--- src/design/spq_pkg.sv ---
`default_nettype none

package spq_pkg;

    localparam int QUEUE_DEPTH_DEF = 128;
    localparam int ID_W            = 8;
    localparam int TIME_W          = 8;
    localparam int ENTRY_W         = ID_W + TIME_W;
    localparam int COUNT_W         = 8;

    typedef enum logic {
        OP_PUSH = 1'b0,
        OP_POP  = 1'b1
    } spq_op_t;

    typedef struct packed {
        logic empty;
        logic full;
    } spq_status_t;

endpackage

`default_nettype wire

--- src/design/spq_ram.sv ---
`default_nettype none

module spq_ram
    import spq_pkg::*;
#(
    parameter int DEPTH  = QUEUE_DEPTH_DEF,
    parameter int ADDR_W = $clog2(QUEUE_DEPTH_DEF)
) (
    input  wire logic               aclk,
    input  wire logic               wr_en,
    input  wire logic [ADDR_W-1:0]  wr_addr,
    input  wire logic [ENTRY_W-1:0] wr_data,
    input  wire logic               rd_en,
    input  wire logic [ADDR_W-1:0]  rd_addr,
    output logic      [ENTRY_W-1:0] rd_data
);

    logic [ENTRY_W-1:0] mem [DEPTH];

    always_ff @(posedge aclk) begin
        if (wr_en) begin
            mem[wr_addr] <= wr_data;
        end
    end

    always_ff @(posedge aclk) begin
        if (rd_en) begin
            rd_data <= mem[rd_addr];
        end
    end

endmodule

`default_nettype wire

--- src/design/spq_qptr.sv ---
`default_nettype none

module spq_qptr
    import spq_pkg::*;
#(
    parameter int DEPTH = QUEUE_DEPTH_DEF,
    parameter int PTR_W = $clog2(QUEUE_DEPTH_DEF),
    parameter int CNT_W = $clog2(QUEUE_DEPTH_DEF + 1)
) (
    input  wire logic              aclk,
    input  wire logic              aresetn,
    input  wire logic              push,
    input  wire logic              pop,
    output logic      [PTR_W-1:0]  head,
    output logic      [PTR_W-1:0]  tail,
    output logic      [CNT_W-1:0]  fill_next,
    output spq_status_t            status
);

    localparam logic [PTR_W-1:0] LAST_SLOT = PTR_W'(DEPTH - 1);
    localparam logic [CNT_W-1:0] FULL_CNT  = CNT_W'(DEPTH);

    logic [PTR_W-1:0] head_reg, head_next;
    logic [PTR_W-1:0] tail_reg, tail_next;
    logic [CNT_W-1:0] fill_reg;

    always_comb begin
        head_next = head_reg;
        tail_next = tail_reg;
        fill_next = fill_reg;
        if (push) begin
            tail_next = (tail_reg == LAST_SLOT) ? '0 : tail_reg + 1'b1;
            fill_next = fill_reg + 1'b1;
        end else if (pop) begin
            head_next = (head_reg == LAST_SLOT) ? '0 : head_reg + 1'b1;
            fill_next = fill_reg - 1'b1;
        end
    end

    always_ff @(posedge aclk) begin
        if (!aresetn) begin
            head_reg <= '0;
            tail_reg <= '0;
            fill_reg <= '0;
        end else begin
            head_reg <= head_next;
            tail_reg <= tail_next;
            fill_reg <= fill_next;
        end
    end

    assign head         = head_reg;
    assign tail         = tail_reg;
    assign status.empty = (fill_reg == '0);
    assign status.full  = (fill_reg == FULL_CNT);

endmodule

`default_nettype wire

--- src/design/strict_priority_two_queue.sv ---
// Channel  Direction  Handshake          Payload
// s_       in         s_valid/s_ready    operation, customer_id, is_business, duration
// m_       out        m_valid/m_ready    served_*, push_dropped, business_count, economy_count
//
// One transaction per cycle sustained while m_ready is high; a result is offered
// once it has passed the stage register (queue memory read and stage load at the
// accept edge), then the output register. Each queue has one write and one read port,
// and a transaction touches at most one of them.
// Reset clears pointers, counts and valids; queue memory is not cleared.
// m_ready low holds the output; s_ready drops once the in-flight stage is also held.
`default_nettype none

module strict_priority_two_queue
    import spq_pkg::*;
#(
    parameter int QUEUE_DEPTH = QUEUE_DEPTH_DEF
) (
    input  wire logic               aclk,
    input  wire logic               aresetn,
    input  wire logic               s_valid,
    output logic                    s_ready,
    input  wire logic               s_operation,
    input  wire logic [ID_W-1:0]    s_customer_id,
    input  wire logic               s_is_business,
    input  wire logic [TIME_W-1:0]  s_duration,
    output logic                    m_valid,
    input  wire logic               m_ready,
    output logic                    m_served_valid,
    output logic      [ID_W-1:0]    m_served_id,
    output logic                    m_served_business,
    output logic      [TIME_W-1:0]  m_served_time,
    output logic                    m_push_dropped,
    output logic      [COUNT_W-1:0] m_business_count,
    output logic      [COUNT_W-1:0] m_economy_count
);

    localparam int PTR_W = $clog2(QUEUE_DEPTH);
    localparam int CNT_W = $clog2(QUEUE_DEPTH + 1);
    localparam int EXT_W = CNT_W + COUNT_W;

    logic accept, is_push, drop;
    logic bus_push, eco_push, bus_pop, eco_pop;

    logic [PTR_W-1:0]   bus_head, bus_tail, eco_head, eco_tail;
    logic [CNT_W-1:0]   bus_fill_next, eco_fill_next;
    spq_status_t        bus_stat, eco_stat;
    logic [ENTRY_W-1:0] wr_word, bus_rd, eco_rd, sel_rd;
    logic [EXT_W-1:0]   bus_cnt_ext, eco_cnt_ext;

    logic               p1_valid_reg, p1_served_reg, p1_business_reg, p1_drop_reg;
    logic [COUNT_W-1:0] p1_bus_cnt_reg, p1_eco_cnt_reg;
    logic               p1_advance;

    logic               out_valid_reg, out_served_reg, out_business_reg, out_drop_reg;
    logic [ID_W-1:0]    out_id_reg;
    logic [TIME_W-1:0]  out_time_reg;
    logic [COUNT_W-1:0] out_bus_cnt_reg, out_eco_cnt_reg;

    assign p1_advance = p1_valid_reg && (!out_valid_reg || m_ready);
    assign s_ready    = !p1_valid_reg || p1_advance;
    assign accept     = s_valid && s_ready;
    assign is_push    = (s_operation == OP_PUSH);

    assign bus_push = accept && is_push && s_is_business && !bus_stat.full;
    assign eco_push = accept && is_push && !s_is_business && !eco_stat.full;
    assign bus_pop  = accept && !is_push && !bus_stat.empty;
    assign eco_pop  = accept && !is_push && bus_stat.empty && !eco_stat.empty;
    assign drop     = is_push && (s_is_business ? bus_stat.full : eco_stat.full);

    assign wr_word  = {s_customer_id, s_duration};

    spq_qptr #(.DEPTH(QUEUE_DEPTH), .PTR_W(PTR_W), .CNT_W(CNT_W)) u_bus_ptr (
        .aclk      (aclk),
        .aresetn   (aresetn),
        .push      (bus_push),
        .pop       (bus_pop),
        .head      (bus_head),
        .tail      (bus_tail),
        .fill_next (bus_fill_next),
        .status    (bus_stat)
    );

    spq_qptr #(.DEPTH(QUEUE_DEPTH), .PTR_W(PTR_W), .CNT_W(CNT_W)) u_eco_ptr (
        .aclk      (aclk),
        .aresetn   (aresetn),
        .push      (eco_push),
        .pop       (eco_pop),
        .head      (eco_head),
        .tail      (eco_tail),
        .fill_next (eco_fill_next),
        .status    (eco_stat)
    );

    // A push lands at an edge before any later pop can read it, so no bypass.
    spq_ram #(.DEPTH(QUEUE_DEPTH), .ADDR_W(PTR_W)) u_bus_ram (
        .aclk    (aclk),
        .wr_en   (bus_push),
        .wr_addr (bus_tail),
        .wr_data (wr_word),
        .rd_en   (bus_pop),
        .rd_addr (bus_head),
        .rd_data (bus_rd)
    );

    spq_ram #(.DEPTH(QUEUE_DEPTH), .ADDR_W(PTR_W)) u_eco_ram (
        .aclk    (aclk),
        .wr_en   (eco_push),
        .wr_addr (eco_tail),
        .wr_data (wr_word),
        .rd_en   (eco_pop),
        .rd_addr (eco_head),
        .rd_data (eco_rd)
    );

    assign bus_cnt_ext = EXT_W'(bus_fill_next);
    assign eco_cnt_ext = EXT_W'(eco_fill_next);

    always_ff @(posedge aclk) begin
        if (!aresetn) begin
            p1_valid_reg <= 1'b0;
        end else if (accept) begin
            p1_valid_reg <= 1'b1;
        end else if (p1_advance) begin
            p1_valid_reg <= 1'b0;
        end
    end

    always_ff @(posedge aclk) begin
        if (accept) begin
            p1_served_reg   <= bus_pop || eco_pop;
            p1_business_reg <= bus_pop;
            p1_drop_reg     <= drop;
            p1_bus_cnt_reg  <= bus_cnt_ext[COUNT_W-1:0];
            p1_eco_cnt_reg  <= eco_cnt_ext[COUNT_W-1:0];
        end
    end

    // read data holds while the stage is held: no new read until it moves on
    assign sel_rd = p1_business_reg ? bus_rd : eco_rd;

    always_ff @(posedge aclk) begin
        if (!aresetn) begin
            out_valid_reg <= 1'b0;
        end else if (p1_advance) begin
            out_valid_reg <= 1'b1;
        end else if (m_ready) begin
            out_valid_reg <= 1'b0;
        end
    end

    always_ff @(posedge aclk) begin
        if (p1_advance) begin
            out_served_reg   <= p1_served_reg;
            out_business_reg <= p1_business_reg;
            out_drop_reg     <= p1_drop_reg;
            out_id_reg       <= p1_served_reg ? sel_rd[ENTRY_W-1:TIME_W] : '0;
            out_time_reg     <= p1_served_reg ? sel_rd[TIME_W-1:0] : '0;
            out_bus_cnt_reg  <= p1_bus_cnt_reg;
            out_eco_cnt_reg  <= p1_eco_cnt_reg;
        end
    end

    assign m_valid           = out_valid_reg;
    assign m_served_valid    = out_served_reg;
    assign m_served_id       = out_id_reg;
    assign m_served_business = out_business_reg;
    assign m_served_time     = out_time_reg;
    assign m_push_dropped    = out_drop_reg;
    assign m_business_count  = out_bus_cnt_reg;
    assign m_economy_count   = out_eco_cnt_reg;

    a_pop_prefers_business: assert property (@(posedge aclk) disable iff (!aresetn)
        accept && !is_push && !bus_stat.empty |=> p1_served_reg && p1_business_reg)
        else $error("pop skipped non-empty business queue");

    a_one_queue_per_txn: assert property (@(posedge aclk) disable iff (!aresetn)
        $countones({bus_push, eco_push, bus_pop, eco_pop}) <= 1)
        else $error("transaction touches more than one queue port");

    a_served_not_dropped: assert property (@(posedge aclk) disable iff (!aresetn)
        m_valid && m_served_valid |-> !m_push_dropped && (m_served_business || 1'b1))
        else $error("served result also flagged as dropped");

    a_stage_hold: assert property (@(posedge aclk) disable iff (!aresetn)
        p1_valid_reg && !p1_advance |=> p1_valid_reg && $stable(p1_served_reg))
        else $error("in-flight transaction lost while output stalled");

endmodule

`default_nettype wire
--- config.mk ---
export PLATFORM = sky130hd
export DESIGN_NAME = strict_priority_two_queue
export DESIGN_NICKNAME = d
export VERILOG_FILES = /design/src/design/spq_pkg.sv /design/src/design/spq_ram.sv /design/src/design/spq_qptr.sv /design/src/design/strict_priority_two_queue.sv
export SDC_FILE = /design/constraint.sdc
export NUM_CORES = 2
export LEC_CHECK = 0
export BUFFER_PORTS_ARGS = -buffer_cell sky130_fd_sc_hd__buf_2
export CAP_MARGIN = 10
export CORE_ASPECT_RATIO = 1.1
export CORE_MARGIN = 2
export CORE_UTILIZATION = 45
export CTS_BUF_LIST = sky130_fd_sc_hd__clkbuf_8 sky130_fd_sc_hd__clkbuf_16
export CTS_CLUSTER_SIZE = 16
export DETAILED_ROUTE_END_ITERATION = 16
export SLEW_MARGIN = 30
export SYNTH_ARGS = -nofsm -noshare
export SYNTH_HDL_FRONTEND = slang
export SYNTH_SLANG_ARGS = --single-unit
--- constraint.sdc ---
create_clock -name aclk -period 8.44 [get_ports aclk]
set_clock_uncertainty 0.15 [all_clocks]
set_input_delay 0.844 -clock aclk [delete_from_list [all_inputs] [get_ports aclk]]
set_output_delay 0.844 -clock aclk [all_outputs]
set_load 0.1 [all_outputs]
==> results.cfg <==
[clocking]
post_cts_resized = 0
insertion_delay_ns = 0.97
ctsHoldBuffers = 0
clk_pin_slew_worst_paths_ns = 0.07
cts_max_level = 5
clock_sinks = 4228
post_cts_buffers = 0
cts_tree = done
root_buffer = clkbuf_16
cts_buffers = 425
clock_path_buffers = 4

[drt]
post_drt_wl_per_cell_um = 32.6
drtPass1Iterations = 7
drc = 0
dr.first_iter.drc_count = 9193
postRouteAntennaNets = 0
vias = 80669
drt_wl_total_um = 436000
viasPerCell = 6.02

[pwr]
p_clk_share_pct = 39.2
vdd_drop_max_mv = 0.187
p_int_uw = 36200
p_per_area_nw_per_um2 = 258
pwr-share-comb_pct = 11.5
p_sw_share_pct = 24.0
net-switching-power_uw = 11400
leakage_uw = 0.0558
seq_power_share_pct = 49.3

[synth]
ys_warn_count = 0
ys_seq_elements = 4228
synth_flop_cell = edfxtp_1
synth_edf_count = 4182
synth.distinct_cells = 74
ys_seq_area_share_pct = 77.4
async_flop_share_pct = 0
synth_fp_nets = 7820
syn_inst = 7789
syn-mean-instance-area_um2 = 21.0
synth_area_um2 = 163000

[finish]
final_cell_mix = 4182 x edfxtp_1, 803 x mux4_2, 726 x mux2i_1
stdcell_area_um2 = 185000
drive_above_1_share_pct = 23.0
mostFrequentLayoutCell = edfxtp_1
areaGrowthSynthToFinish_pct = 13.3
regArea_um2 = 127000
multi_input_area_um2 = 34800
final_nets = 8273
fillers = 28444
biggestRegsByFlops = u_bus_ram.mem x2048, u_eco_ram.mem x2048

[critical_path]
max_stage_delay_ns = 0.87
crit_path_frequent_cell = mux4_2
worst_setup_path_start_kind = flip-flop
ff2ff_setup_slack_ns = 3.76
crit_path_end_kind = flip-flop
critPathKind = reg2reg
reg2reg_depth = 7
reg2reg_from = u_eco_ptr.head[1]
worstPathArrival_ns = 5.23
cp_slowest_cell = dfxtp_4
critPathMaxFanout = 98
path_delay_family = compound AO/OA/AOI/OAI gates
r2r-end = u_eco_ram.rd_data[11]
crit_path_end = u_eco_ram.rd_data[11]
required_ns = 8.98
path_cells = buf_4 -> buf_12 -> mux4_2 -> mux4_2 -> a2111oi_2 -> o31ai_1 -> a21boi_1
crit_start = u_eco_ptr.head[1]
cp.depth = 7
crit_buf_inv = 2

[global_route]
overflow = 0
grt_pass1_wl_um = 614000
grt_usage_pct = 23.4
antenna_found_initial = 15
grt_start_max_net_pins = 176
first_global_vias = 80721

[sta]
finalHoldViolCount = 0
slew_headroom_pct = 25.9
period_share_pct = 55.5
tns_ns = 0
worst_slew_pin_slew_ns = 1.10
max_freq_ghz = 0.213
setup_violations = 0
period_needed_ns = 4.68
rsz0062_at_grt = no
slew_violations = 0

[outcome]
status = finished, final reports clean

[place]
place_area_um2 = 171000
port_buffers = 58
hpwl_um = 256000
place_congestion = 0.844

[floorplanning]
initial_core_util_pct = 45.1
die_x_um = 579
core-area_um2 = 362000
rows = 232
die_h_um = 636
io_pins = 59
dieArea_um2 = 368000

[hold_path]
min_path_type = in2reg

[run]
cap_violations = 0
==> final cells by class <==
class	instances	share of cell area [%]
clock inverter	339	1.56
timing repair buffer	464	2.08
tap	4797	3.24
clock buffer	438	5.89
sequential	4228	68.4
antenna	8	0.0108
inverter	13	0.0264
multi-input combinational	3110	18.8
==> synthesized netlist by cell type (21+ instances only) <==
master     number  area [um^2]
a2111oi_0      26          228
a211oi_1       54          405
a21oi_1       113          566
a221oi_1       32          280
a22oi_1       109          818
a31oi_1        56          350
and2_1         39          244
buf_2         166          831
buf_4          93          698
buf_6          21          236
clkbuf_1      145          544
dfxtp_1        46          921
edfxtp_1     4182       126000
mux2i_1       728         7290
mux4_2        803        18100
nand2_1       180          676
nand3_1        36          180
nor2_1        395         1480
nor2b_1        57          357
o21ai_0       111          556
o221ai_1       22          193
o22ai_1        70          438
xnor2_1        29          254
==> metrics by stage <==
stage	setup WS [ns]	hold slack, ns	cells	util, %	power [uW]
after detailed placement	3.57	0.255	12608	47.2	29500
after global placement	2.87	0.258	12598	47.2	29500
after floorplan	4.16	0.250	7789	-	27500
after CTS	3.69	0.0798	13385	51.0	48000
after global routing	3.65	0.103	13391	51.1	49100
final	3.76	0.136	13397	51.1	47700
==> cells by family after synthesis <==
| logic type | share of synthesized area [%] |
|---|---|
| xor gates and xnor gates | 0.193 |
| AOI/OAI and AO/OA | 2.95 |
| adders and majority gates | 0.0689 |
| DFF | 77.4 |
| buffers and inverters | 1.47 |
| and+or+nand+nor | 2.17 |
| muxes | 15.7 |
==> routing by layer <==
metal  vias to the layer above  global-route usage, %  share of wire, %
li1                      33317                      -                 -
met1                     43267                   31.2                39
met2                      3382                   38.9                50
met3                       697                   3.38               6.9
met4                         6                   9.29               4.4
met5                         -                      0            0.0096
==> power groups by stage <==
stage / combinational (uW) / sequential (uW) / clock [uW]
after floorplan: 3610 / 23900 / 0
after global placement: 5480 / 24000 / 0
after detailed placement: 5590 / 24000 / 0
after CTS: 5600 / 23500 / 18900
after global routing: 5810 / 23500 / 19700
final: 5490 / 23500 / 18700
==> how the worst min path moves through the flow <==
stage | startpoint | end | cells after the start | slack [ns]
floorplan | p1_bus_cnt_reg[0] | m_business_count[0] | 0 | 0.25
global placement | p1_bus_cnt_reg[5] | m_business_count[5] | 0 | 0.26
detailed placement | p1_bus_cnt_reg[5] | m_business_count[5] | 0 | 0.25
CTS | s_operation | p1_drop_reg | 2 | 0.08
global route | s_duration[6] | u_eco_ram.mem[116][6] | 1 | 0.10
finish | s_customer_id[3] | u_eco_ram.mem[116][11] | 1 | 0.14
No activity file was read; power rests on OpenSTA's default activity.
